`src/madt_entry_stream_parser_unit_defines.svh`:
```
// Assertion macros shared by the parser top level.
`ifndef MADT_ENTRY_STREAM_PARSER_UNIT_DEFINES_SVH
`define MADT_ENTRY_STREAM_PARSER_UNIT_DEFINES_SVH

// Same-cycle implication, disabled while reset is high.
`define MADT_ASSERT_NOW(label, clk, rst, ante, cons) \
   label: assert property (@(posedge clk) disable iff (rst) (ante) |-> (cons)) \
      else $error("madt parser: same-cycle check failed");

// Next-cycle implication, disabled while reset is high.
`define MADT_ASSERT_NEXT(label, clk, rst, ante, cons) \
   label: assert property (@(posedge clk) disable iff (rst) (ante) |=> (cons)) \
      else $error("madt parser: next-cycle check failed");

`endif

```
`src/madt_pkg.sv`:
```
// Shared types and constants of the interrupt-controller table entry parser.
`timescale 1ns / 1ps

package madt_pkg;

   // Entry type codes and minimum lengths that yield a record
   localparam logic [7:0] ENTRY_TYPE_CONTROLLER = 8'd1;
   localparam logic [7:0] ENTRY_TYPE_OVERRIDE   = 8'd2;
   localparam logic [7:0] MIN_LEN_CONTROLLER    = 8'd12;
   localparam logic [7:0] MIN_LEN_OVERRIDE      = 8'd10;

   // Record kind codes
   localparam logic KIND_CONTROLLER = 1'b0;
   localparam logic KIND_OVERRIDE   = 1'b1;

   // Body bytes kept for record assembly (entry bytes 2..11)
   localparam int CAP_BYTES = 10;
   localparam int CAP_IDX_W = $clog2(CAP_BYTES);

   // Fixed counter widths
   localparam int CTRL_CNT_W = 4;
   localparam int OVR_CNT_W  = 6;
   localparam int SLOT_W     = 5;

   // One classified word handed from front to back
   typedef struct packed {
      logic [7:0]           data;
      logic                 cap_en;
      logic [CAP_IDX_W-1:0] cap_idx;
      logic                 emit;
      logic                 kind;
      logic [SLOT_W-1:0]    slot;
   } cmd_type;

   // Queue status seen by the front and the top level
   typedef struct packed {
      logic full;
      logic empty;
   } q_status_type;

endpackage

```
`src/madt_entry_stream_parser_unit.sv`:
```
// Top level of the interrupt-controller table entry stream parser.
//
//   channel  direction  handshake              payload
//   req      in         req_valid/req_ready    req_data_byte, req_first_byte
//   rsp      out        rsp_valid/rsp_ready    record fields, one register stage
//   csr      in         csr_valid/csr_ready    csr_data (entry area length)
//
// One byte per cycle while the queue has room; records go via the queue to the output register.
// The front classifies each byte in the cycle it is taken; a 4-word queue decouples it
// from the back, which owns the capture bytes and the output register.
// Reset is synchronous; it clears position, counts, queue and output valid.
// With rsp stalled and a record held, the next record word waits at the queue head; once
// four words are queued req_ready drops (type and length bytes take no slot). csr_ready is high.
`timescale 1ns / 1ps
`include "madt_entry_stream_parser_unit_defines.svh"

module madt_entry_stream_parser_unit #(
   parameter int MAX_CONTROLLERS = 8,
   parameter int MAX_OVERRIDES   = 32
) (
   input  logic        clock,
   input  logic        reset,
   input  logic        csr_valid,
   output logic        csr_ready,
   input  logic [15:0] csr_data,
   input  logic        req_valid,
   output logic        req_ready,
   input  logic [7:0]  req_data_byte,
   input  logic        req_first_byte,
   output logic        rsp_valid,
   input  logic        rsp_ready,
   output logic        rsp_record_kind,
   output logic [4:0]  rsp_slot,
   output logic [7:0]  rsp_controller_id,
   output logic [31:0] rsp_mmio_address,
   output logic [31:0] rsp_gsi_number,
   output logic [7:0]  rsp_source_bus,
   output logic [7:0]  rsp_legacy_irq,
   output logic [15:0] rsp_override_flags
);

   logic                   push;
   madt_pkg::cmd_type      push_cmd;
   logic                   pop;
   madt_pkg::cmd_type      pop_cmd;
   madt_pkg::q_status_type q_status;

   madt_front #(
      .MAX_CONTROLLERS (MAX_CONTROLLERS),
      .MAX_OVERRIDES   (MAX_OVERRIDES)
   ) u_front (
      .clock          (clock),
      .reset          (reset),
      .csr_valid      (csr_valid),
      .csr_ready      (csr_ready),
      .csr_data       (csr_data),
      .req_valid      (req_valid),
      .req_ready      (req_ready),
      .req_data_byte  (req_data_byte),
      .req_first_byte (req_first_byte),
      .q_status       (q_status),
      .push           (push),
      .push_cmd       (push_cmd)
   );

   madt_queue #(
      .DEPTH (4)
   ) u_queue (
      .clock    (clock),
      .reset    (reset),
      .push     (push),
      .push_cmd (push_cmd),
      .pop      (pop),
      .pop_cmd  (pop_cmd),
      .status   (q_status)
   );

   madt_back u_back (
      .clock              (clock),
      .reset              (reset),
      .q_status           (q_status),
      .cmd                (pop_cmd),
      .pop                (pop),
      .rsp_valid          (rsp_valid),
      .rsp_ready          (rsp_ready),
      .rsp_record_kind    (rsp_record_kind),
      .rsp_slot           (rsp_slot),
      .rsp_controller_id  (rsp_controller_id),
      .rsp_mmio_address   (rsp_mmio_address),
      .rsp_gsi_number     (rsp_gsi_number),
      .rsp_source_bus     (rsp_source_bus),
      .rsp_legacy_irq     (rsp_legacy_irq),
      .rsp_override_flags (rsp_override_flags)
   );

   // Checks
   `MADT_ASSERT_NOW(a_ctrl_zero_fields, clock, reset,
      rsp_valid && rsp_record_kind == madt_pkg::KIND_CONTROLLER,
      rsp_source_bus == 8'd0 && rsp_legacy_irq == 8'd0 && rsp_override_flags == 16'd0)
   `MADT_ASSERT_NOW(a_ovr_zero_fields, clock, reset,
      rsp_valid && rsp_record_kind == madt_pkg::KIND_OVERRIDE,
      rsp_controller_id == 8'd0 && rsp_mmio_address == 32'd0)
   `MADT_ASSERT_NOW(a_ctrl_slot_range, clock, reset,
      rsp_valid && rsp_record_kind == madt_pkg::KIND_CONTROLLER,
      rsp_slot < 5'(MAX_CONTROLLERS))
   `MADT_ASSERT_NEXT(a_queue_drains, clock, reset,
      q_status.full && !push && pop,
      !q_status.full)

endmodule

```
`src/madt_front.sv`:
```
// Front part: accepts input words, tracks entry position and counts, classifies each byte.
`timescale 1ns / 1ps

module madt_front #(
   parameter int MAX_CONTROLLERS = 8,
   parameter int MAX_OVERRIDES   = 32
) (
   input  logic                  clock,
   input  logic                  reset,
   input  logic                  csr_valid,
   output logic                  csr_ready,
   input  logic [15:0]           csr_data,
   input  logic                  req_valid,
   output logic                  req_ready,
   input  logic [7:0]            req_data_byte,
   input  logic                  req_first_byte,
   input  madt_pkg::q_status_type q_status,
   output logic                  push,
   output madt_pkg::cmd_type     push_cmd
);

   logic [15:0] area_len_ff, area_len_in;
   logic [15:0] pos_ff, pos_in;
   logic [7:0]  off_ff, off_in;
   logic [7:0]  type_ff, type_in;
   logic [7:0]  len_ff, len_in;
   logic [madt_pkg::CTRL_CNT_W-1:0] cc_ff, cc_in;
   logic [madt_pkg::OVR_CNT_W-1:0]  oc_ff, oc_in;
   logic        stop_ff, stop_in;

   logic        accept;
   logic [15:0] pos_v;
   logic [7:0]  off_v;
   logic [madt_pkg::CTRL_CNT_W-1:0] cc_v;
   logic [madt_pkg::OVR_CNT_W-1:0]  oc_v;
   logic        stop_v;
   logic [15:0] remaining;
   logic [7:0]  k;
   logic [7:0]  eff_len;
   logic        finish;

   assign csr_ready = 1'b1;
   assign req_ready = !q_status.full;
   assign accept    = req_valid && req_ready;

   // Start-of-table marker clears position and counts before the byte is used
   always_comb begin
      pos_v  = req_first_byte ? 16'd0 : pos_ff;
      off_v  = req_first_byte ? 8'd0 : off_ff;
      cc_v   = req_first_byte ? '0 : cc_ff;
      oc_v   = req_first_byte ? '0 : oc_ff;
      stop_v = req_first_byte ? 1'b0 : stop_ff;
      remaining = (pos_v < area_len_ff) ? (area_len_ff - pos_v) : 16'd0;
      k = off_v - 8'd2;
   end

   // Byte classification and state update
   always_comb begin
      area_len_in = (csr_valid && csr_ready) ? csr_data : area_len_ff;
      pos_in  = pos_ff;
      off_in  = off_ff;
      type_in = type_ff;
      len_in  = len_ff;
      cc_in   = cc_ff;
      oc_in   = oc_ff;
      stop_in = stop_ff;
      finish  = 1'b0;
      eff_len = len_ff;
      push    = 1'b0;
      push_cmd = '0;
      push_cmd.data = req_data_byte;
      if (accept) begin
         pos_in  = pos_v;
         off_in  = off_v;
         cc_in   = cc_v;
         oc_in   = oc_v;
         stop_in = stop_v;
         if (!stop_v) begin
            priority if (off_v == 8'd0) begin
               // type byte
               if (remaining < 16'd2) begin
                  stop_in = 1'b1;
               end else begin
                  type_in = req_data_byte;
                  off_in  = 8'd1;
                  pos_in  = pos_v + 16'd1;
               end
            end else if (off_v == 8'd1) begin
               // length byte: zero or overrun stops parsing
               if (req_data_byte == 8'd0 ||
                   {9'd0, req_data_byte} > ({1'b0, remaining} + 17'd1)) begin
                  stop_in = 1'b1;
               end else begin
                  len_in  = req_data_byte;
                  eff_len = req_data_byte;
                  pos_in  = pos_v + 16'd1;
                  if (req_data_byte == 8'd2) begin
                     finish = 1'b1;
                     off_in = 8'd0;
                  end else begin
                     off_in = 8'd2;
                  end
               end
            end else begin
               // body byte
               push_cmd.cap_en  = (k < 8'(madt_pkg::CAP_BYTES));
               push_cmd.cap_idx = k[madt_pkg::CAP_IDX_W-1:0];
               pos_in = pos_v + 16'd1;
               if (({1'b0, off_v} + 9'd1) >= {1'b0, len_ff}) begin
                  finish = 1'b1;
                  off_in = 8'd0;
               end else begin
                  off_in = off_v + 8'd1;
               end
            end
            // entry complete: claim a slot if the table has room
            if (finish) begin
               if (type_ff == madt_pkg::ENTRY_TYPE_CONTROLLER &&
                   eff_len >= madt_pkg::MIN_LEN_CONTROLLER) begin
                  if (cc_v < madt_pkg::CTRL_CNT_W'(MAX_CONTROLLERS)) begin
                     push_cmd.emit = 1'b1;
                     push_cmd.kind = madt_pkg::KIND_CONTROLLER;
                     push_cmd.slot = madt_pkg::SLOT_W'(cc_v);
                     cc_in = cc_v + 1'b1;
                  end
               end else if (type_ff == madt_pkg::ENTRY_TYPE_OVERRIDE &&
                            eff_len >= madt_pkg::MIN_LEN_OVERRIDE) begin
                  if (oc_v < madt_pkg::OVR_CNT_W'(MAX_OVERRIDES)) begin
                     push_cmd.emit = 1'b1;
                     push_cmd.kind = madt_pkg::KIND_OVERRIDE;
                     push_cmd.slot = oc_v[madt_pkg::SLOT_W-1:0];
                     oc_in = oc_v + 1'b1;
                  end
               end
            end
            push = push_cmd.cap_en || push_cmd.emit;
         end
      end
   end

   // Parser state
   always_ff @(posedge clock) begin
      if (reset) begin
         area_len_ff <= 16'd0;
         pos_ff  <= 16'd0;
         off_ff  <= 8'd0;
         type_ff <= 8'd0;
         len_ff  <= 8'd0;
         cc_ff   <= '0;
         oc_ff   <= '0;
         stop_ff <= 1'b0;
      end else begin
         area_len_ff <= area_len_in;
         pos_ff  <= pos_in;
         off_ff  <= off_in;
         type_ff <= type_in;
         len_ff  <= len_in;
         cc_ff   <= cc_in;
         oc_ff   <= oc_in;
         stop_ff <= stop_in;
      end
   end

endmodule

```
`src/madt_queue.sv`:
```
// Short register queue of classified words between front and back.
`timescale 1ns / 1ps

module madt_queue #(
   parameter int DEPTH = 4
) (
   input  logic                   clock,
   input  logic                   reset,
   input  logic                   push,
   input  madt_pkg::cmd_type      push_cmd,
   input  logic                   pop,
   output madt_pkg::cmd_type      pop_cmd,
   output madt_pkg::q_status_type status
);

   localparam int PTR_W = (DEPTH > 1) ? $clog2(DEPTH) : 1;
   localparam int CNT_W = $clog2(DEPTH + 1);

   madt_pkg::cmd_type store_ff [DEPTH];
   logic [PTR_W-1:0] wr_ff, wr_in;
   logic [PTR_W-1:0] rd_ff, rd_in;
   logic [CNT_W-1:0] cnt_ff, cnt_in;
   logic do_push, do_pop;

   assign status.full  = (cnt_ff == CNT_W'(DEPTH));
   assign status.empty = (cnt_ff == '0);
   assign do_push = push && !status.full;
   assign do_pop  = pop && !status.empty;
   assign pop_cmd = store_ff[rd_ff];

   // Pointer and fill count update
   always_comb begin
      wr_in  = wr_ff;
      rd_in  = rd_ff;
      cnt_in = cnt_ff;
      if (do_push) begin
         wr_in = (wr_ff == PTR_W'(DEPTH - 1)) ? '0 : wr_ff + 1'b1;
      end
      if (do_pop) begin
         rd_in = (rd_ff == PTR_W'(DEPTH - 1)) ? '0 : rd_ff + 1'b1;
      end
      if (do_push && !do_pop) begin
         cnt_in = cnt_ff + 1'b1;
      end else if (do_pop && !do_push) begin
         cnt_in = cnt_ff - 1'b1;
      end
   end

   always_ff @(posedge clock) begin
      if (reset) begin
         wr_ff  <= '0;
         rd_ff  <= '0;
         cnt_ff <= '0;
      end else begin
         wr_ff  <= wr_in;
         rd_ff  <= rd_in;
         cnt_ff <= cnt_in;
      end
   end

   // Entry storage, no reset
   always_ff @(posedge clock) begin
      if (do_push) begin
         store_ff[wr_ff] <= push_cmd;
      end
   end

endmodule

```
`src/madt_back.sv`:
```
// Back part: keeps captured body bytes and assembles result words into the output register.
`timescale 1ns / 1ps

module madt_back (
   input  logic                   clock,
   input  logic                   reset,
   input  madt_pkg::q_status_type q_status,
   input  madt_pkg::cmd_type      cmd,
   output logic                   pop,
   output logic                   rsp_valid,
   input  logic                   rsp_ready,
   output logic                   rsp_record_kind,
   output logic [4:0]             rsp_slot,
   output logic [7:0]             rsp_controller_id,
   output logic [31:0]            rsp_mmio_address,
   output logic [31:0]            rsp_gsi_number,
   output logic [7:0]             rsp_source_bus,
   output logic [7:0]             rsp_legacy_irq,
   output logic [15:0]            rsp_override_flags
);

   logic [7:0]  cap_ff [madt_pkg::CAP_BYTES];
   logic [7:0]  view   [madt_pkg::CAP_BYTES];
   logic        valid_ff, valid_in;
   logic        out_free;
   logic        kind_ff, kind_in;
   logic [4:0]  slot_ff, slot_in;
   logic [7:0]  id_ff, id_in;
   logic [31:0] mmio_ff, mmio_in;
   logic [31:0] gsi_ff, gsi_in;
   logic [7:0]  bus_ff, bus_in;
   logic [7:0]  irq_ff, irq_in;
   logic [15:0] flags_ff, flags_in;

   // A word that emits needs the output register free or draining
   assign out_free = !valid_ff || rsp_ready;
   assign pop = !q_status.empty && (!cmd.emit || out_free);

   // Captured bytes with this word's byte merged in
   always_comb begin
      for (int i = 0; i < madt_pkg::CAP_BYTES; i++) begin
         view[i] = (cmd.cap_en && cmd.cap_idx == madt_pkg::CAP_IDX_W'(i)) ?
                   cmd.data : cap_ff[i];
      end
   end

   // Result assembly
   always_comb begin
      valid_in = valid_ff && !rsp_ready;
      kind_in  = kind_ff;
      slot_in  = slot_ff;
      id_in    = id_ff;
      mmio_in  = mmio_ff;
      gsi_in   = gsi_ff;
      bus_in   = bus_ff;
      irq_in   = irq_ff;
      flags_in = flags_ff;
      if (pop && cmd.emit) begin
         valid_in = 1'b1;
         kind_in  = cmd.kind;
         slot_in  = cmd.slot;
         unique case (cmd.kind)
            madt_pkg::KIND_CONTROLLER: begin
               id_in    = view[0];
               mmio_in  = {view[5], view[4], view[3], view[2]};
               gsi_in   = {view[9], view[8], view[7], view[6]};
               bus_in   = 8'd0;
               irq_in   = 8'd0;
               flags_in = 16'd0;
            end
            madt_pkg::KIND_OVERRIDE: begin
               id_in    = 8'd0;
               mmio_in  = 32'd0;
               gsi_in   = {view[5], view[4], view[3], view[2]};
               bus_in   = view[0];
               irq_in   = view[1];
               flags_in = {view[7], view[6]};
            end
            default: begin
               id_in = id_ff;
            end
         endcase
      end
   end

   always_ff @(posedge clock) begin
      if (reset) begin
         valid_ff <= 1'b0;
      end else begin
         valid_ff <= valid_in;
      end
   end

   // Payload and capture registers, no reset
   always_ff @(posedge clock) begin
      kind_ff  <= kind_in;
      slot_ff  <= slot_in;
      id_ff    <= id_in;
      mmio_ff  <= mmio_in;
      gsi_ff   <= gsi_in;
      bus_ff   <= bus_in;
      irq_ff   <= irq_in;
      flags_ff <= flags_in;
      if (pop && cmd.cap_en) begin
         cap_ff[cmd.cap_idx] <= cmd.data;
      end
   end

   assign rsp_valid          = valid_ff;
   assign rsp_record_kind    = kind_ff;
   assign rsp_slot           = slot_ff;
   assign rsp_controller_id  = id_ff;
   assign rsp_mmio_address   = mmio_ff;
   assign rsp_gsi_number     = gsi_ff;
   assign rsp_source_bus     = bus_ff;
   assign rsp_legacy_irq     = irq_ff;
   assign rsp_override_flags = flags_ff;

endmodule

```
`config.mk`:
```
export PLATFORM = sky130hd
export DESIGN_NAME = madt_entry_stream_parser_unit
export DESIGN_NICKNAME = d
export VERILOG_FILES = /design/src/madt_pkg.sv /design/src/madt_entry_stream_parser_unit.sv /design/src/madt_front.sv /design/src/madt_queue.sv /design/src/madt_back.sv
export VERILOG_INCLUDE_DIRS = /design/src /design/src/src
export SDC_FILE = /design/constraint.sdc
export NUM_CORES = 1
export LEC_CHECK = 0
export ABC_CLOCK_PERIOD_IN_PS = 7600
export BUFFER_PORTS_ARGS = -buffer_cell sky130_fd_sc_hd__buf_2
export CAP_MARGIN = 25
export CELL_PAD_IN_SITES_DETAIL_PLACEMENT = 1
export CELL_PAD_IN_SITES_GLOBAL_PLACEMENT = 2
export CORE_ASPECT_RATIO = 0.5
export CORE_MARGIN = 3
export CORE_UTILIZATION = 37
export CTS_CLUSTER_DIAMETER = 100
export CTS_CLUSTER_SIZE = 8
export DETAILED_ROUTE_END_ITERATION = 6
export GPL_TIMING_DRIVEN = 0
export PLACE_DENSITY = 0.86
export SLEW_MARGIN = 30
export SYNTH_ARGS = -nofsm -noshare
export SYNTH_HDL_FRONTEND = slang
export SYNTH_SLANG_ARGS = --single-unit
```
`constraint.sdc`:
```
create_clock -name clock -period 7.6 [get_ports clock]
set_clock_uncertainty 0.1 [all_clocks]
set_input_delay 0.38 -clock clock [delete_from_list [all_inputs] [get_ports clock]]
set_output_delay 0.38 -clock clock [all_outputs]
set_load 0.01 [all_outputs]
```
==> impl_metrics.yaml, run 1 <==
clock_network:
  root_buffer: "clkbuf_16"
  cts.clk_slew.worst_paths_ns: 0.05
  cts_sinks: 347
  cts_buffers: 49
  cts_tree: "built"
  htreeDepth: 2
  clk_latency_ns: 0.57
  clk_path_buf_depth: 3
floorplan:
  die_h_um: 154
  die_w_um: 302
  io_pins: 143
  rows: 53
  dieArea_um2: 46600
  start_util_pct: 38.1
  core_region_area_um2: 42600
routing:
  antenna_left: 0
  vias: 11874
  first_pass_iters: 5
  drc: 0
  drt_iter0_markers: 679
  wirelength_um: 46200
  wire_per_inst_um: 21.1
  via_per_inst: 5.42
yosys:
  async_reset_ff_share_pct: 0
  syn_avg_cell_area_um2: 11.7
  synth_top_area_cell: "edfxtp_1"
  yosys-top-cells-count: "edfxtp_1 (270), nor2_1 (200), a21oi_1 (110), nand2_1 (95), dfxtp_1 (77)"
  synth_edf_count: 270
  synthFlopType: "edfxtp_1"
  synth_top_area_share_pct: 49.9
  synth_most_common_cell: "edfxtp_1"
  ys_ff_latch: 347
  syn_nets: 1474
  ys_warn_count: 0
  synth_area_leaders: "edfxtp_1 (50%), dfxtp_1 (9.5%), mux2i_1 (4.6%), nor2_1 (4.6%), ha_1 (3.8%)"
  ys_seq_area_share_pct: 59.4
  synth_cell_types: 82
  synth_area_um2: 16200
  netlist_instances: 1393
grt:
  antenna_found_initial: 0
  first_global_vias: 12492
  grt_max_degree: 28
  grt_pass1_wl_um: 72200
  overflow: 0
  track_usage_pct: 19.8
power_and_ir_drop:
  p_leak_nw: 7.16
  power.total_w: 0.00663
  power_density_nw_per_um2: 342
  vdd_drop_max_mv: 0.165
worst_setup_path:
  cp_common_cell: "ha_1"
  reg2reg_from: "u_front.pos_ff[0]$_SDFFE_PP0P_"
  slowest_delay_ns: 0.53
  rr_endpoint: "u_queue.cnt_ff[2]$_SDFFE_PP0P_"
  path_max_fanout: 10
  rr_worst_depth: 35
  slowest_stage: "or4_4"
  startpoint_type: "flip-flop"
  worst-endpoint-arrival_ns: 7.57
  end_kind: "flip-flop"
  cp.required_ns: 7.98
  critPathKind: "flip-flop to flip-flop"
  r2r_setup_slack_ns: 0.42
final_layout:
  layout-drive-gt1-share_pct: 16.9
  nFillCells: 4582
  layout.nets: 1684
  syn_to_final_growth_pct: 19.3
  stdcell_count: 2192
  antenna_cells: 0
hold_path:
  hold_path_end: "u_queue.store_ff[1][12]$_DFFE_PP_"
  min-delay-start: "req_data_byte[0]"
  hold_path.class: "primary input to flip-flop"
  whs_path_depth: 1
sta:
  final-hold-violation-count: 0
  whs_ns: 0.0508
  period_needed_ns: 7.18
  tightest_slew_ns: 0.909
  slew_viol_final: 0
  worst_slack_ns: 0.419
  fmax_ghz: 0.139
  tns_ns: 0
  setup_viol: 0
  relSlewSlack_pct: 39.4
  fin_crit_sh_pct: 94.5
placement:
  gp_congestion: 0.825
  pre_cts_slack_ns: -1.87
  hpwlAfterDp_um: 32600
  port_buffers: 139
  place_inst: 2114
flow_run:
  max_cap_viol_count: 0
outcome:
  outcome: "finished, final reports clean"
==> per-layer routing <==
layer / share of wire, % / up-vias / wire (µm) / GRT usage (%)
li1: - / 5621 / - / -
met1: 44 / 5876 / 20200 / 25.3
met2: 49 / 302 / 22700 / 34.8
met3: 4.9 / 75 / 2250 / 3.33
met4: 2.3 / 0 / 1040 / 5.37
met5: 0 / - / 0 / 0
==> cell usage in the layout, fill, tap and decap left out, types with 7 or more instances in the layout <==
cell,instances
mux2i_1,75
or3_1,7
mux4_2,19
o21ai_0,29
xor2_1,11
dfxtp_1,77
nor2_1,198
and2_1,11
buf_2,141
nor2b_1,24
clkbuf_16,49
clkbuf_1,49
nand2b_1,16
a31oi_1,10
a211oi_1,8
nor4_1,14
nand4_1,14
or4_1,7
inv_1,44
a21o_1,17
o22ai_1,29
and3_1,7
o21ai_1,7
nand2_1,95
edfxtp_1,270
xnor2_1,12
nand3_1,33
ha_1,46
a21oi_1,108
nor3_1,20
dlygate4sd3_1,16
buf_1,7
==> worst max path at each step <==
stage,start,end
floorplan,req_first_byte,u_queue.cnt_ff[2]$_SDFFE_PP0P_
global placement,req_first_byte,u_queue.cnt_ff[2]$_SDFFE_PP0P_
detailed placement,req_first_byte,u_queue.cnt_ff[2]$_SDFFE_PP0P_
CTS,u_front.pos_ff[0]$_SDFFE_PP0P_,u_queue.cnt_ff[2]$_SDFFE_PP0P_
global route,u_front.pos_ff[0]$_SDFFE_PP0P_,u_queue.cnt_ff[2]$_SDFFE_PP0P_
finish,u_front.pos_ff[0]$_SDFFE_PP0P_,u_queue.cnt_ff[2]$_SDFFE_PP0P_
==> kinds of logic after synthesis <==
| group | synth area share, % |
|---|---|
| flops | 59.4 |
| fa+ha+maj | 4.02 |
| buf+inv | 2.56 |
| other cells | 0.0231 |
| simple gates | 13.9 |
| mux | 7.53 |
| compound gates | 11.3 |
| xor+xnor | 1.29 |
==> final cells by class <==
cell class	count	area, µm²	share of cell area, %
tap	577	722	3.72
multi-input combinational	939	6250	32.2
sequential	347	9650	49.8
clock buffer	60	1270	6.54
timing repair buffer	163	1000	5.18
buffer	57	262	1.35
inverter	46	175	0.904
clock inverter	3	53.8	0.278
==> what timing repair did <==
action	in CTS	in global routing
setup endpoints to repair	130	81
gates resized for setup	14	16
pin swaps	2	3
setup buffers	1	2
gates cloned	0	0
hold buffers	16	0
endpoints found under the hold margin	16	0
==> report_power, final <==
group,internal [W],switching (W)
combinational,0.000668,0.00133
clock,0.00115,0.000798
sequential,0.00257,0.000112
==> through the flow <==
| step | utilization, % | cell area, µm² |
|---|---|---|
| after floorplan | - | 16200 |
| after global placement | 41.4 | 17700 |
| after detailed placement | 41.8 | 17800 |
| after CTS | 45.3 | 19300 |
| after global routing | 45.5 | 19400 |
| final | 45.5 | 19400 |
==> state kept, by name, summed over array words and instances, names as in the netlist, named ones only <==
register	count
u_queue.rd_ff	2
u_front.oc_ff	6
u_back.rsp_legacy_irq	8
u_front.pos_ff	16
u_queue.cnt_ff	3
u_front.stop_ff	1
u_queue.wr_ff	2
u_back.rsp_controller_id	8
u_back.rsp_record_kind	1
u_back.rsp_gsi_number	32
u_queue.store_ff	80
u_back.rsp_mmio_address	32
u_front.type_ff	8
u_front.len_ff	8
u_back.cap_ff	80
u_front.cc_ff	4
u_back.rsp_slot	5
u_front.off_ff	8
u_front.area_len_ff	16
u_back.rsp_override_flags	16
u_back.rsp_source_bus	8
u_back.rsp_valid	1
==> worst max-delay path, delay by kind of cell, from the launching register on <==
family          cells  cell delay, ns
flops               1            0.32
compound gates     11            2.15
xor+xnor            2            0.34
buf+inv             5            0.53
simple gates       11            2.03
fa+ha+maj           6            1.63
Power figures use the tool's default switching activity.
==> run 2: changes to the inputs <==
--- a/config.mk
+++ b/config.mk
@@ -13,12 +13,13 @@
 export CELL_PAD_IN_SITES_GLOBAL_PLACEMENT = 2
 export CORE_ASPECT_RATIO = 0.5
 export CORE_MARGIN = 3
-export CORE_UTILIZATION = 37
+export CORE_UTILIZATION = 31
 export CTS_CLUSTER_DIAMETER = 100
 export CTS_CLUSTER_SIZE = 8
 export DETAILED_ROUTE_END_ITERATION = 6
 export GPL_TIMING_DRIVEN = 0
-export PLACE_DENSITY = 0.86
+export PLACE_DENSITY = 0.75
+export REMOVE_ABC_BUFFERS = 1
 export SLEW_MARGIN = 30
 export SYNTH_ARGS = -nofsm -noshare
 export SYNTH_HDL_FRONTEND = slang
==> run 2 against run 1 <==
Cell count up 3.5%. First-iteration DRC count shrank 11%. Register-to-register slack gained 0.04 ns. Non-clock buffer count fell by 50. Critical endpoint unchanged. Count of clock-buffer cells in the layout up 12. Critical path depth shrank 2. Combinational power is 3% lower. Worst setup slack improved by 0.040 ns. Via count fell by 2.9%. Largest power group unchanged. Wire length decreased by 3.8%. Sequential share of layout area down 0.27 points.
==> impl_metrics.yaml, run 2 (same netlist as run 1, synthesis figures left out) <==
outcome:
  outcome: "finished, final reports clean"
floorplan:
  rows: 58
  dieArea_um2: 55400
  io_pins: 143
  die_w_um: 330
  start_util_pct: 31.8
  core_region_area_um2: 51000
  die_h_um: 168
clock_network:
  cts_buffers: 49
  cts_tree: "built"
  clk_path_buf_depth: 3
  cts.clk_slew.worst_paths_ns: 0.07
  htreeDepth: 2
  cts_sinks: 347
  clk_latency_ns: 0.59
  root_buffer: "clkbuf_16"
placement:
  placed_area_um2: 17900
  gp_congestion: 0.802
  hpwlAfterDp_um: 30400
  port_buffers: 141
routing:
  antenna_left: 0
  route.met3.wl_um: 1790
  wirelength_um: 44400
  first_pass_iters: 5
  wire_per_inst_um: 19.6
  wl_met2_um: 21000
  met1_length_um: 20900
  routed.top_layer: "met4"
  drt_iter0_markers: 607
  via_per_inst: 5.09
  vias: 11533
  drc: 0
flow_run:
  max_cap_viol_count: 0
worst_setup_path:
  worstSetupStartpoint: "u_front.pos_ff[0]$_SDFFE_PP0P_"
  rr_endpoint: "u_queue.cnt_ff[2]$_SDFFE_PP0P_"
  end_kind: "flip-flop"
  cp_common_cell: "ha_1"
  critPathKind: "flip-flop to flip-flop"
  r2r_setup_slack_ns: 0.46
  cp.required_ns: 8.01
  slowest_stage: "or4_4"
  crit_end: "u_queue.cnt_ff[2]$_SDFFE_PP0P_"
  path_max_fanout: 9
  startpoint_type: "flip-flop"
  worst-endpoint-arrival_ns: 7.55
  slowest_delay_ns: 0.53
  rr_worst_depth: 33
  reg2reg_from: "u_front.pos_ff[0]$_SDFFE_PP0P_"
final_layout:
  final_cell_mix: "edfxtp_1 (270), nor2_1 (198), buf_2 (139)"
  postLayoutCellArea_um2: 19500
  top_regs: "u_back.cap_ff x80, u_queue.store_ff x80"
  syn_to_final_growth_pct: 20.0
  antenna_cells: 0
  layout-drive-gt1-share_pct: 17.3
  final_common_cell: "edfxtp_1"
  layout.nets: 1634
sta:
  relSlewSlack_pct: 33.6
  tns_ns: 0
  setup_viol: 0
  rsz0062_at_grt: "no"
  tightest_slew_ns: 0.990
  slew_viol_final: 0
  period_needed_ns: 7.14
  whs_ns: 0.0313
  final-hold-violation-count: 0
  fin_crit_sh_pct: 94.0
  fmax_ghz: 0.140
grt:
  track_usage_pct: 15.8
  overflow: 0
  first_global_vias: 12000
  grt_max_degree: 51
  grt_pass1_wl_um: 69700
  antenna_found_initial: 0
power_and_ir_drop:
  power.total_w: 0.00668
  vdd_drop_max_mv: 0.141
  power_density_nw_per_um2: 343
  p_leak_nw: 7.14
hold_path:
  hold_path.class: "primary input to flip-flop"
==> run 2: worst min-delay path by stage <==
stage	startpoint	depth (start not counted)	slack (ns)	end
after global routing	rsp_ready	3	0.04	u_back.rsp_valid$_SDFF_PP0_
final	rsp_ready	3	0.03	u_back.rsp_valid$_SDFF_PP0_
after global placement	u_front.oc_ff[5]$_SDFFE_PP0P_	2	0.34	u_front.oc_ff[5]$_SDFFE_PP0P_
after floorplan	u_front.oc_ff[5]$_SDFFE_PP0P_	2	0.33	u_front.oc_ff[5]$_SDFFE_PP0P_
after CTS	rsp_ready	3	0.02	u_back.rsp_valid$_SDFF_PP0_
after detailed placement	u_front.oc_ff[5]$_SDFFE_PP0P_	2	0.34	u_front.oc_ff[5]$_SDFFE_PP0P_
==> run 2: critical path: cells and delay by family, from the launching register on <==
kind	cells	cell delay, ns
flip-flops	1	0.32
AND/OR/NAND/NOR	11	2.07
AO/OA/AOI/OAI	11	2.19
adder cells (fa/ha/maj)	6	1.72
buffers and inverters	3	0.29
XOR/XNOR	2	0.38
==> run 2: report_power, final <==
group          internal, W  total, W  switching, W
clock              0.00119   0.00202      0.000834
combinational     0.000686   0.00193       0.00124
sequential         0.00257   0.00273      0.000165
total              0.00444   0.00668       0.00224
==> run 2: timing repair <==
item,4_1_cts,5_1_grt
setup endpoints to repair,119,2
hold buffers,16,0
buffers inserted,3,0
gates resized for setup,4,9
hold endpoints to repair,16,0
pin swaps,1,3
==> run 2: area by class of cell <==
type	instances	area, µm²
Clock buffer	72	1310
Clock inverter	4	66.3
Sequential cell	347	9650
Timing Repair Buffer	170	1140
Inverter	46	180
Multi-Input combinational cell	939	6280
Tap cell	690	863
Fill cell	5535	31500
==> run 2: through the flow <==
| step | setup slack (ns) | util [%] | std cells |
|---|---|---|---|
| finish | 0.458 | 38.2 | 2268 |
| global route | 0.0153 | 38.2 | 2268 |
| CTS | 0.0418 | 38.1 | 2268 |
| detailed placement | -1.84 | 35.1 | 2173 |
| global placement | -2.64 | 34.4 | 2163 |
| floorplan | 0.258 | - | 1332 |
==> run 2: layer usage <==
layer / vias to the layer above / GRT usage, %
li1: 5529 / -
met1: 5759 / 21.1
met3: 50 / 3.00
met5: - / 0
met2: 195 / 26.9
met4: 0 / 3.33
